`src/hw/rtl/pva_pkg.sv`:
```
// ----------------------------------------------------------------------------
// pva_pkg
// Shared constants and control types for the priority voice allocator.
// ----------------------------------------------------------------------------
package pva_pkg;

   localparam int MAX_VOICES = 32;
   localparam int VIDX_W     = $clog2(MAX_VOICES);
   localparam int CNT_W      = VIDX_W + 1;
   localparam int SOUND_W    = 8;
   localparam int PRIO_W     = 5;
   localparam int OUTC_W     = 3;

   localparam logic [CNT_W-1:0] LIMIT_RESET = CNT_W'(MAX_VOICES);
   localparam logic [CNT_W-1:0] VOICES_CNT  = CNT_W'(MAX_VOICES);

   localparam logic [OUTC_W-1:0] OUTC_REUSED    = 3'd0;
   localparam logic [OUTC_W-1:0] OUTC_OPENED    = 3'd1;
   localparam logic [OUTC_W-1:0] OUTC_STOLE_LT  = 3'd2;
   localparam logic [OUTC_W-1:0] OUTC_STOLE_LE  = 3'd3;
   localparam logic [OUTC_W-1:0] OUTC_REFUSED   = 3'd4;
   localparam logic [OUTC_W-1:0] OUTC_STOP_DONE = 3'd5;

   localparam logic REQ_ALLOC = 1'b0;
   localparam logic REQ_STOP  = 1'b1;

   typedef struct packed {
      logic start;
      logic step;
      logic restart;
      logic track_le;
      logic do_stop;
      logic do_reuse;
      logic do_open;
      logic do_steal_lt;
      logic do_steal_le;
      logic do_refuse;
      logic load_rsp;
   } pva_cmd_type;

   typedef struct packed {
      logic is_stop;
      logic at_end;
      logic reuse_hit;
      logic can_open;
      logic lower_hit;
      logic le_found;
   } pva_status_type;

endpackage

```
`src/hw/rtl/pva_datapath.sv`:
```
// ----------------------------------------------------------------------------
// pva_datapath
// Voice tables, scan index, decision updates and the result register.
// ----------------------------------------------------------------------------
module pva_datapath
   import pva_pkg::*;
(
   input  logic                  clock,
   input  logic                  reset,
   input  logic                  csr_wr_en,
   input  logic [CNT_W-1:0]      csr_wr_data,
   input  logic                  in_req_type,
   input  logic [SOUND_W-1:0]    in_sound_type,
   input  logic [PRIO_W-1:0]     in_sound_priority,
   input  logic [VIDX_W-1:0]     in_target_voice,
   input  pva_cmd_type           cmd,
   output pva_status_type        status,
   output logic                  rsp_granted,
   output logic [VIDX_W-1:0]     rsp_voice_number,
   output logic                  rsp_already_loaded,
   output logic [OUTC_W-1:0]     rsp_outcome
);

   logic [CNT_W-1:0]      limit_ff;
   logic [CNT_W-1:0]      open_count_ff;
   logic [MAX_VOICES-1:0] playing_ff;
   logic [SOUND_W-1:0]    sound_ff [MAX_VOICES];
   logic [PRIO_W-1:0]     rank_ff  [MAX_VOICES];

   logic                  req_type_ff;
   logic [SOUND_W-1:0]    snd_ff;
   logic [PRIO_W-1:0]     pri_ff;
   logic [VIDX_W-1:0]     tgt_ff;
   logic [CNT_W-1:0]      n_ff;
   logic [CNT_W-1:0]      idx_ff;
   logic [VIDX_W-1:0]     le_ff;
   logic                  le_found_ff;

   logic                  res_granted_ff;
   logic [VIDX_W-1:0]     res_voice_ff;
   logic                  res_loaded_ff;
   logic [OUTC_W-1:0]     res_outcome_ff;

   logic                  rsp_granted_ff;
   logic [VIDX_W-1:0]     rsp_voice_ff;
   logic                  rsp_loaded_ff;
   logic [OUTC_W-1:0]     rsp_outcome_ff;

   logic [VIDX_W-1:0]     idx;
   logic [VIDX_W-1:0]     n_idx;
   logic [SOUND_W-1:0]    cur_sound;
   logic [PRIO_W-1:0]     cur_rank;
   logic                  tgt_open;

   assign idx       = idx_ff[VIDX_W-1:0];
   assign n_idx     = n_ff[VIDX_W-1:0];
   assign cur_sound = sound_ff[idx];
   assign cur_rank  = rank_ff[idx];
   assign tgt_open  = {1'b0, tgt_ff} < n_ff;

   assign status.is_stop   = (req_type_ff == REQ_STOP);
   assign status.at_end    = (idx_ff >= n_ff);
   assign status.reuse_hit = !playing_ff[idx] && (cur_sound == snd_ff);
   assign status.can_open  = (n_ff < VOICES_CNT) &&
                             ((n_ff == '0) || (n_ff < limit_ff));
   assign status.lower_hit = (cur_rank < pri_ff);
   assign status.le_found  = le_found_ff;

   // control state
   always_ff @(posedge clock) begin
      if (reset) begin
         limit_ff      <= LIMIT_RESET;
         open_count_ff <= '0;
         playing_ff    <= '0;
      end else begin
         if (csr_wr_en) begin
            limit_ff <= csr_wr_data;
         end
         if (cmd.do_stop && tgt_open) begin
            playing_ff[tgt_ff] <= 1'b0;
         end
         if (cmd.do_reuse || cmd.do_steal_lt) begin
            playing_ff[idx] <= 1'b1;
         end
         if (cmd.do_open) begin
            playing_ff[n_idx] <= 1'b1;
            open_count_ff     <= n_ff + 1'b1;
         end
         if (cmd.do_steal_le) begin
            playing_ff[le_ff] <= 1'b1;
         end
      end
   end

   // voice tables and scan registers
   always_ff @(posedge clock) begin
      if (cmd.start) begin
         req_type_ff <= in_req_type;
         snd_ff      <= in_sound_type;
         pri_ff      <= in_sound_priority;
         tgt_ff      <= in_target_voice;
         n_ff        <= (open_count_ff > VOICES_CNT) ? VOICES_CNT : open_count_ff;
         idx_ff      <= '0;
         le_found_ff <= 1'b0;
         le_ff       <= '0;
      end else if (cmd.restart) begin
         idx_ff <= '0;
      end else if (cmd.step) begin
         idx_ff <= idx_ff + 1'b1;
         if (cmd.track_le && (cur_rank <= pri_ff)) begin
            le_found_ff <= 1'b1;
            le_ff       <= idx;
         end
      end
      if (cmd.do_reuse) begin
         rank_ff[idx] <= pri_ff;
      end
      if (cmd.do_open) begin
         sound_ff[n_idx] <= snd_ff;
         rank_ff[n_idx]  <= pri_ff;
      end
      if (cmd.do_steal_lt) begin
         sound_ff[idx] <= snd_ff;
      end
      if (cmd.do_steal_le) begin
         sound_ff[le_ff] <= snd_ff;
      end
   end

   // decision result
   always_ff @(posedge clock) begin
      if (cmd.do_stop) begin
         res_granted_ff <= tgt_open;
         res_voice_ff   <= tgt_open ? tgt_ff : '0;
         res_loaded_ff  <= 1'b0;
         res_outcome_ff <= tgt_open ? OUTC_STOP_DONE : OUTC_REFUSED;
      end else if (cmd.do_reuse) begin
         res_granted_ff <= 1'b1;
         res_voice_ff   <= idx;
         res_loaded_ff  <= 1'b1;
         res_outcome_ff <= OUTC_REUSED;
      end else if (cmd.do_open) begin
         res_granted_ff <= 1'b1;
         res_voice_ff   <= n_idx;
         res_loaded_ff  <= 1'b0;
         res_outcome_ff <= OUTC_OPENED;
      end else if (cmd.do_steal_lt) begin
         res_granted_ff <= 1'b1;
         res_voice_ff   <= idx;
         res_loaded_ff  <= 1'b0;
         res_outcome_ff <= OUTC_STOLE_LT;
      end else if (cmd.do_steal_le) begin
         res_granted_ff <= 1'b1;
         res_voice_ff   <= le_ff;
         res_loaded_ff  <= 1'b0;
         res_outcome_ff <= OUTC_STOLE_LE;
      end else if (cmd.do_refuse) begin
         res_granted_ff <= 1'b0;
         res_voice_ff   <= '0;
         res_loaded_ff  <= 1'b0;
         res_outcome_ff <= OUTC_REFUSED;
      end
   end

   // output word register
   always_ff @(posedge clock) begin
      if (cmd.load_rsp) begin
         rsp_granted_ff <= res_granted_ff;
         rsp_voice_ff   <= res_voice_ff;
         rsp_loaded_ff  <= res_loaded_ff;
         rsp_outcome_ff <= res_outcome_ff;
      end
   end

   assign rsp_granted        = rsp_granted_ff;
   assign rsp_voice_number   = rsp_voice_ff;
   assign rsp_already_loaded = rsp_loaded_ff;
   assign rsp_outcome        = rsp_outcome_ff;

endmodule

```
`src/hw/rtl/pva_controller.sv`:
```
// ----------------------------------------------------------------------------
// pva_controller
// Sequencer for the reuse scan, open check, steal scan and result handoff.
// ----------------------------------------------------------------------------
module pva_controller
   import pva_pkg::*;
(
   input  logic           clock,
   input  logic           reset,
   input  logic           req_tvalid,
   output logic           req_tready,
   output logic           rsp_tvalid,
   input  logic           rsp_tready,
   input  pva_status_type status,
   output pva_cmd_type    cmd
);

   localparam logic [1:0] ST_IDLE   = 2'd0;
   localparam logic [1:0] ST_REUSE  = 2'd1;
   localparam logic [1:0] ST_STEAL  = 2'd2;
   localparam logic [1:0] ST_FINISH = 2'd3;

   logic [1:0] state_ff;
   logic [1:0] state_in;
   logic       rsp_valid_ff;
   logic       rsp_valid_in;

   assign req_tready = (state_ff == ST_IDLE);
   assign rsp_tvalid = rsp_valid_ff;

   always_comb begin
      cmd          = '0;
      state_in     = state_ff;
      rsp_valid_in = rsp_valid_ff && !rsp_tready;
      case (state_ff)
         ST_IDLE: begin
            if (req_tvalid) begin
               cmd.start = 1'b1;
               state_in  = ST_REUSE;
            end
         end
         ST_REUSE: begin
            if (status.is_stop) begin
               cmd.do_stop = 1'b1;
               state_in    = ST_FINISH;
            end else if (status.at_end) begin
               if (status.can_open) begin
                  cmd.do_open = 1'b1;
                  state_in    = ST_FINISH;
               end else begin
                  cmd.restart = 1'b1;
                  state_in    = ST_STEAL;
               end
            end else if (status.reuse_hit) begin
               cmd.do_reuse = 1'b1;
               state_in     = ST_FINISH;
            end else begin
               cmd.step = 1'b1;
            end
         end
         ST_STEAL: begin
            if (status.at_end) begin
               if (status.le_found) begin
                  cmd.do_steal_le = 1'b1;
               end else begin
                  cmd.do_refuse = 1'b1;
               end
               state_in = ST_FINISH;
            end else if (status.lower_hit) begin
               cmd.do_steal_lt = 1'b1;
               state_in        = ST_FINISH;
            end else begin
               cmd.step     = 1'b1;
               cmd.track_le = 1'b1;
            end
         end
         ST_FINISH: begin
            if (!rsp_valid_ff || rsp_tready) begin
               cmd.load_rsp = 1'b1;
               rsp_valid_in = 1'b1;
               state_in     = ST_IDLE;
            end
         end
         default: begin
            state_in = ST_IDLE;
         end
      endcase
   end

   always_ff @(posedge clock) begin
      if (reset) begin
         state_ff     <= ST_IDLE;
         rsp_valid_ff <= 1'b0;
      end else begin
         state_ff     <= state_in;
         rsp_valid_ff <= rsp_valid_in;
      end
   end

endmodule

```
`src/hw/rtl/priority_voice_allocator_core.sv`:
```
// ----------------------------------------------------------------------------
// priority_voice_allocator_core
// Allocates and stops sound voices by sound reuse, opening and priority steal.
// ----------------------------------------------------------------------------
//  channel   dir   tdata                                   tuser
//  req_      in    sound_type, sound_priority, target_vc   req_type
//  rsp_      out   voice_number                            granted, loaded, outcome
//  csr_      in    voice_limit (write only)                -
//
//  a stop word is decided right after accept, without a scan
//  an allocate word is handled one voice a cycle over the reuse scan and then,
//  if no voice can be opened, over the steal scan
//  one word is in work at a time; the result waits in the output register
//  while the next word may be accepted
//  reset clears the open count and playing flags; voice_limit resets to 32
// ----------------------------------------------------------------------------
module priority_voice_allocator_core
   import pva_pkg::*;
(
   input  logic             clock,
   input  logic             reset,
   input  logic             req_tvalid,
   output logic             req_tready,
   input  logic [23:0]      req_tdata,   // sound_type, sound_priority, target_voice, pad
   input  logic             req_tuser,   // req_type
   output logic             rsp_tvalid,
   input  logic             rsp_tready,
   output logic [7:0]       rsp_tdata,   // voice_number, pad
   output logic [4:0]       rsp_tuser,   // granted, already_loaded, outcome
   input  logic             csr_wr_en,
   input  logic [CNT_W-1:0] csr_wr_data
);

   pva_cmd_type        cmd;
   pva_status_type     status;
   logic               rsp_granted;
   logic [VIDX_W-1:0]  rsp_voice_number;
   logic               rsp_already_loaded;
   logic [OUTC_W-1:0]  rsp_outcome;

   pva_controller u_ctrl (
      .clock      (clock),
      .reset      (reset),
      .req_tvalid (req_tvalid),
      .req_tready (req_tready),
      .rsp_tvalid (rsp_tvalid),
      .rsp_tready (rsp_tready),
      .status     (status),
      .cmd        (cmd)
   );

   pva_datapath u_dp (
      .clock              (clock),
      .reset              (reset),
      .csr_wr_en          (csr_wr_en),
      .csr_wr_data        (csr_wr_data),
      .in_req_type        (req_tuser),
      .in_sound_type      (req_tdata[7:0]),
      .in_sound_priority  (req_tdata[12:8]),
      .in_target_voice    (req_tdata[17:13]),
      .cmd                (cmd),
      .status             (status),
      .rsp_granted        (rsp_granted),
      .rsp_voice_number   (rsp_voice_number),
      .rsp_already_loaded (rsp_already_loaded),
      .rsp_outcome        (rsp_outcome)
   );

   assign rsp_tdata = {3'b000, rsp_voice_number};
   assign rsp_tuser = {rsp_outcome, rsp_already_loaded, rsp_granted};

endmodule

```
`config.mk`:
```
export PLATFORM = sky130hd
export DESIGN_NAME = priority_voice_allocator_core
export DESIGN_NICKNAME = d
export VERILOG_FILES = /design/src/hw/rtl/pva_pkg.sv /design/src/hw/rtl/pva_datapath.sv /design/src/hw/rtl/pva_controller.sv /design/src/hw/rtl/priority_voice_allocator_core.sv
export SDC_FILE = /design/constraint.sdc
export NUM_CORES = 1
export LEC_CHECK = 0
export ABC_AREA = 0
export ABC_CLOCK_PERIOD_IN_PS = 7400
export BUFFER_PORTS_ARGS = -buffer_cell sky130_fd_sc_hd__buf_2
export CORE_ASPECT_RATIO = 0.7
export CORE_MARGIN = 1.5
export CORE_UTILIZATION = 55
export DETAILED_ROUTE_END_ITERATION = 8
export GPL_TIMING_DRIVEN = 0
export PLACE_DENSITY = 0.71
export RECOVER_POWER = 100
export SYNTH_ARGS = -nofsm -noshare
export SYNTH_HDL_FRONTEND = slang
export SYNTH_SLANG_ARGS = --single-unit
export TNS_END_PERCENT = 10
```
`constraint.sdc`:
```
create_clock -name clock -period 7.4 [get_ports clock]
set_clock_uncertainty 0.1 [all_clocks]
set_input_delay 0.37 -clock clock [delete_from_list [all_inputs] [get_ports clock]]
set_output_delay 0.37 -clock clock [all_outputs]
set_load 0.02 [all_outputs]
```
[Yosys cells after proc, flatten, opt, wreduce, memory -nomap -nowiden]
Memory sizes are Yosys's and may differ from the RTL's. A register that Yosys moved wholly into a read port is not among the register bits.
Cells that the tools add are included.
Word-level totals
  input bits: 36
  logic and storage cells: 179
  output and inout port bits: 15
  bits in writable memories: 416
  flip-flop bits (word level): 104
  memories: 2
Memories
  u_dp.sound_ff: words 32, width 8, read ports 1, clocked after memory_dff 1, wr ports 1, RTL line pva_datapath.sv:27  | logic [SOUND_W-1:0] sound_ff [MAX_VOICES];
  u_dp.rank_ff: words 32, width 5, read ports 1, clocked after memory_dff 1, wr ports 1, RTL line pva_datapath.sv:28  | logic [PRIO_W-1:0] rank_ff [MAX_VOICES];
Operators by class
  reductions and logical operators: 25
  eq/ne operators: 8
  add/sub/neg operators: 2
  mux-type cells: 100
  order comparisons: 15
  bitwise logic cells: 6
Operator list (count)
  two-way mux 32 bit: 7
  OR 32 bit: 3
  two-way mux 5 bit: 15
  two-way mux 1 bit: 51
  bitwise AND 32 bit: 1
  NOT 32 bit: 1
  < comparator 5 x 6 -> 1 bit, second input constant: 4
  two-way mux 3 bit: 8
  demux 1 bit (select 5 bit): 4
  >= comparator 5 x 1 -> 1 bit, second input constant: 4
  two-way mux 2 bit: 10
  two-way mux 8 bit: 2
  OR reduction 8 bit: 2
  adder 6 x 1 -> 6 bit, second input constant: 2
  logical AND 1 bit: 9
  equality test 8 bit: 1
  case mux 2 bit (4 select lines): 1
  >= comparator 6 bit: 1
  greater-than comparator 6 bit, second input constant: 1
  logical NOT 6 bit: 1
  < comparator 5 x 6 -> 1 bit: 1
  < comparator 6 bit: 1
  < comparator 6 bit, second input constant: 1
  nonzero test 6 bit: 1
  other kinds (19): 24

[Longest topological paths before layout]
  depth after elaboration: 19
  mapped depth: 20
  depth with buffers taken out: 13

[Hierarchy]
From an unflattened synthesis, not the netlist that was laid out.
Second synthesis, totals
  cell total of the unflattened synthesis: 1419
  area total of the unflattened synthesis: 22377.7 um2
By module, submodules not included
  pva_datapath: area an instance 21996.1 um2, seq. area each 15054.4 um2, instances 1, cells each 1371
  pva_controller: area an instance 340.3 um2, seq. area each 60.1 um2, instances 1, cells each 42
  priority_voice_allocator_core: area an instance 41.3 um2, seq. area each 0.0 um2, instances 1, cells each 6

[Least setup slack after synthesis]
Ideal clock, no wire load.
  path kind: reg2reg
  start: reg (tool-made name)
  end: mem u_dp.sound_ff[21][0] (enable)
  cell stages (with the launch flop): 18
  required time: 6.929 ns
  clock period less this slack: 5.802 ns
  slack: 1.598 ns
  library setup time: 0.371 ns
  arrival: 5.331 ns
  path through: dfxtp_1 -> clkbuf_1 -> clkbuf_1 -> buf_1 -> buf_1 -> mux4_2 -> mux4_2 -> mux2_2 -> ha_1 -> a21oi_1 -> o221ai_1 -> a21oi_1 -> o2111a_1 -> clkbuf_1 -> mux2i_1 -> o21ai_0 -> nand3_1 -> nor2_1
RTL lines (RTL line)
  to (decl): pva_datapath.sv:27

==> run_results.csv <==
group,metric,value,unit
sta,post-route-min-period,7.11,ns
die,initial_core_util,56.3,%
power,powerDensity,298,nW/um^2
sta,finalHoldWorstSlack,0.0321,ns
clock_tree,clkSlewWorstSetupHoldPaths,0.06,ns
outcome,violations,"max-capacitance violations, max-slew violations",
worst_setup_path,worst_r2r_endpoint,"u_dp.sound_ff[13][1]$_DFFE_PP_",
synthesis,synth.yosys.seq_area_share,67.0,%
placement,dp_hpwl,40.4,mm
synthesis,post_synth_most_frequent_cells,"sky130_fd_sc_hd__edfxtp_1 (460), sky130_fd_sc_hd__mux4_2 (102), sky130_fd_sc_hd__nor2_1 (102)",
route,drt_pre_antenna_iters,5,
synthesis,count_leader_synth,"sky130_fd_sc_hd__edfxtp_1",
placement,place_congestion,0.956,
synthesis,count_of_warnings_emitted_by_yosys,0,
worst_setup_path,reg2reg_slack,0.29,ns
synthesis,synth-main-ff-cell,"sky130_fd_sc_hd__edfxtp_1",
route,dr_total_vias,14000,
synthesis,synthArstFlopShare,0,%
global_route,number_of_global_route_vias_before_repair,13600,
die,die_outline_area,42300,um^2
worst_setup_path,critPathCaptureType,"register",
clock_tree,clk_sink_count,525,
synthesis,syn_avg_cell_area,15.7,um^2
route,drt-total-wl,60.2,mm
sta,fin_crit_sh,96.0,%
route,detail_route.iter0.violations,2068,
power,comb_power_share,18.6,%
clock_tree,cts_buffers,48,
sta,fmax,141,MHz
global_route,grt_remaining_overflow,0,
synthesis,number_of_enable_type_register_cells_in_the_synthesized_netlist,460,
finish,antenna-diode-count,0,
clock_tree,clock_tree.htree_level_count,2,
synthesis,synth_top_area_cell,"sky130_fd_sc_hd__edfxtp_1",
route,drt-vias-per-instance,6.57,
clock_tree,clock_tree.buffer_depth,3,
finish,area.growth.synth_to_final,13.0,%
power,sw_frac_of_total,29.1,%
power,cellLeakagePower,7.85,nW
sta,hold_viol_final,0,
power,power.switching,2.21,mW
worst_setup_path,worst_setup_path_endpoint,"u_dp.sound_ff[13][1]$_DFFE_PP_",
outcome,outcome,"finished with violations",
synthesis,syn_area,22600,um^2
synthesis,proportion_of_netlist_area_held_by_the_largest_area_contributor,61.2,%
synthesis,synth.lib_cells_used.distinct,64,
worst_setup_path,worst_ep_arrival_time,7.28,ns
worst_setup_path,timing.critical_path.slowest_stage_cell,"sky130_fd_sc_hd__mux4_2",
power,max-vdd-ir-drop,234,uV
clock_tree,clock_tree.root_cell,"sky130_fd_sc_hd__clkbuf_16",
clock_tree,cts_tree,"yes",
flow_run,max-cap-violations,1,
worst_setup_path,crit_path_start_kind,"register",
finish,final_net_count,1627,
power,power.clock.fraction,32.8,%
placement,placedCellCount,2012,
power,seq_power_share,48.6,%
die,std_cell_rows,61,
worst_setup_path,critical_path_peak_fanout,10,
die,boundaryPins,51,
global_route,grt_first_pass_wirelength,88.3,mm
worst_setup_path,cp_cell_sequence,"clkbuf_1 > clkbuf_2 > clkdlybuf4s15_2 > clkdlybuf4s15_2 > mux4_2 > mux4_2 > mux2_2 > ha_1 > a21oi_1 > o221ai_1 > a21oi_1 > o2111a_2 > mux2i_1 > o21a_1 > o211ai_1 > nor2_2 > buf_2",
worst_setup_path,cp_data_required_time,7.57,ns
sta,worstMarginPinSlew,1.89,ns
die,die_y,173,um
worst_setup_path,critical-path-max-stage-delay,0.63,ns
sta,final-setup-viol-count,0,
finish,drive_above_1_share,18.0,%
placement,port_buffers,39,
worst_setup_path,critical-path-top-delay-family,"buffers and inverters",
global_route,grt_util_all_layers,28.8,%
synthesis,synth_top_cells_by_area,"sky130_fd_sc_hd__edfxtp_1 (61%), sky130_fd_sc_hd__mux4_2 (10%), sky130_fd_sc_hd__dfxtp_1 (5.8%), sky130_fd_sc_hd__mux2i_1 (3.4%), sky130_fd_sc_hd__ha_1 (1.8%)",
route,routed_wire_length_per_instance,28.3,um
sta,timing.slew.headroom,-25.9,%
route,drc_errors,0,
die,die_w,245,um
worst_setup_path,reg2reg_depth,17,
sta,finalWorstSetupSlack,0.293,ns
power,internal_portion_of_total_power,5.38,mW
synthesis,post_synth_inst_count,1435,
placement,post-place-ws,-0.835,ns
global_route,grt_antenna_before_repair,0,
clock_tree,worst_skew_pair.late_latency,0.60,ns
synthesis,synth_register_bits,525,
route,drtAntennaViolNets,0,
sta,setup_tns,0,ns
min_path,hold_path_class,"in -> reg",
sta,maxSlewViolCount,34,
finish,layout.cells.non_filler,2129,
die,area_of_the_core,40100,um^2
worst_setup_path,path_depth,17,
global_route,grt_start_max_net_pins,35,
worst_setup_path,timing.setup.critical_path_class,"reg -> reg",
worst_setup_path,worst-path-buf-inv,5,
==> placed cells by master (no fill, tap or decap), types with 9 or more instances in the layout <==
cell type,instances
sky130_fd_sc_hd__a21oi_1,46
sky130_fd_sc_hd__a221oi_1,10
sky130_fd_sc_hd__a22oi_1,20
sky130_fd_sc_hd__a31oi_1,13
sky130_fd_sc_hd__a41oi_1,17
sky130_fd_sc_hd__buf_2,37
sky130_fd_sc_hd__buf_4,16
sky130_fd_sc_hd__clkbuf_1,86
sky130_fd_sc_hd__clkbuf_16,49
sky130_fd_sc_hd__clkinv_1,11
sky130_fd_sc_hd__dfxtp_1,65
sky130_fd_sc_hd__dlygate4sd3_1,25
sky130_fd_sc_hd__edfxtp_1,460
sky130_fd_sc_hd__ha_1,32
sky130_fd_sc_hd__inv_1,27
sky130_fd_sc_hd__mux2_2,13
sky130_fd_sc_hd__mux2i_1,77
sky130_fd_sc_hd__mux4_2,102
sky130_fd_sc_hd__nand2_1,56
sky130_fd_sc_hd__nand2b_1,10
sky130_fd_sc_hd__nand3_1,49
sky130_fd_sc_hd__nand4_1,9
sky130_fd_sc_hd__nor2_1,70
sky130_fd_sc_hd__nor2_4,24
sky130_fd_sc_hd__nor2b_1,17
sky130_fd_sc_hd__nor3_1,12
sky130_fd_sc_hd__o211ai_1,39
sky130_fd_sc_hd__o21a_1,10
sky130_fd_sc_hd__o21ai_0,24
sky130_fd_sc_hd__o31a_1,12
==> worst reg2reg max path, stage by stage (launching register included) <==
cell and delay, ns:
sky130_fd_sc_hd__dfxtp_1 0.31, sky130_fd_sc_hd__clkbuf_1 0.49, sky130_fd_sc_hd__clkbuf_2 0.37, sky130_fd_sc_hd__clkdlybuf4s15_2 0.53, sky130_fd_sc_hd__clkdlybuf4s15_2 0.55, sky130_fd_sc_hd__mux4_2 0.64, sky130_fd_sc_hd__mux4_2 0.48, sky130_fd_sc_hd__mux2_2 0.31
sky130_fd_sc_hd__ha_1 0.32, sky130_fd_sc_hd__a21oi_1 0.15, sky130_fd_sc_hd__o221ai_1 0.12, sky130_fd_sc_hd__a21oi_1 0.35, sky130_fd_sc_hd__o2111a_2 0.47, sky130_fd_sc_hd__mux2i_1 0.27, sky130_fd_sc_hd__o21a_1 0.17, sky130_fd_sc_hd__o211ai_1 0.56
sky130_fd_sc_hd__nor2_2 0.30, sky130_fd_sc_hd__buf_2 0.28
==> metal layers <==
metal  wire length [um]  track usage, %  vias to the layer above
met1              26100            44.6                     7090
met2              25000            38.4                      835
met5                  0               0                        -
met3               7670            10.1                      111
met4               1380            7.56                        0
li1                   -               -                     5961
==> state kept, by name, summed over array words and instances, names as in the netlist, 5 cells and up, named ones only <==
| signal | flops |
|---|---|
| u_dp.pri_ff | 5 |
| u_dp.playing_ff | 32 |
| u_dp.sound_ff | 256 |
| u_dp.n_ff | 6 |
| u_dp.res_voice_ff | 5 |
| u_dp.idx_ff | 6 |
| u_dp.limit_ff | 6 |
| u_dp.rsp_voice_number | 5 |
| u_dp.open_count_ff | 6 |
| u_dp.snd_ff | 8 |
| u_dp.tgt_ff | 5 |
| u_dp.rank_ff | 160 |
| u_dp.le_ff | 5 |
==> power groups by stage <==
| stage | logic [mW] | clock network, mW | registers, mW |
|---|---|---|---|
| 4_1_cts | 1.36 | 2.52 | 3.68 |
| 3_3_place_gp | 1.30 | 0 | 3.73 |
| 3_5_place_dp | 1.32 | 0 | 3.75 |
| 5_1_grt | 1.49 | 2.63 | 3.71 |
| 2_1_floorplan | 0.886 | 0 | 3.64 |
| 6_report | 1.41 | 2.49 | 3.69 |
==> metrics by stage <==
step / power [mW] / utilization [%] / instance area [um^2]
floorplan: 4.53 / - / 22600
global placement: 5.03 / 58.5 / 23400
detailed placement: 5.07 / 58.6 / 23500
CTS: 7.56 / 63.4 / 25400
global route: 7.82 / 63.7 / 25500
finish: 7.59 / 63.7 / 25500
==> cells by family (layout without fill, tap and decap cells) <==
kind of cell	Yosys count	count (layout)	synth area share, %
muxes	192	192	14.2
AOI/OAI and AO/OA	246	246	7.72
other	1	3	0.0166
xor gates and xnor gates	11	11	0.427
buffers and inverters	129	286	2.52
and+or+nand+nor	299	299	6.35
adders and majority gates	32	32	1.77
DFF	525	525	67.0
==> worst min-delay path by stage <==
stage,slack (ns),from,endpoint,cells past startpoint
5_1_grt,0.05,rsp_tready,u_ctrl.rsp_tvalid$_SDFF_PP0_,4
6_report,0.03,rsp_tready,u_ctrl.rsp_tvalid$_SDFF_PP0_,4
3_5_place_dp,0.31,u_dp.res_outcome_ff[2]$_SDFFCE_PP1P_,u_dp.rsp_outcome[2]$_DFFE_PP_,0
2_1_floorplan,0.30,u_dp.res_granted_ff$_DFFE_PP_,u_dp.rsp_granted$_DFFE_PP_,0
4_1_cts,0.008,rsp_tready,u_ctrl.rsp_tvalid$_SDFF_PP0_,4
3_3_place_gp,0.30,u_dp.res_voice_ff[2]$_DFFE_PP_,u_dp.rsp_voice_number[2]$_DFFE_PP_,0
==> area by class of cell <==
class,count,area (um^2)
plain buffers,101,499
clock buffers,60,1290
clock inverters,25,254
fillers,2870,14600
inverters,27,101
multi-input cells,783,7110
flip-flops and latches,525,15100
well taps,535,669
repair buffers,73,477
==> what timing repair did <==
action,4_1_cts,5_1_grt
pin swaps,0,6
endpoints found under the hold margin,25,0
setup buffers,2,6
endpoints found under the setup margin,284,281
resized for setup,41,31
hold buffers,25,0
No activity file was read; power rests on OpenSTA's default activity.
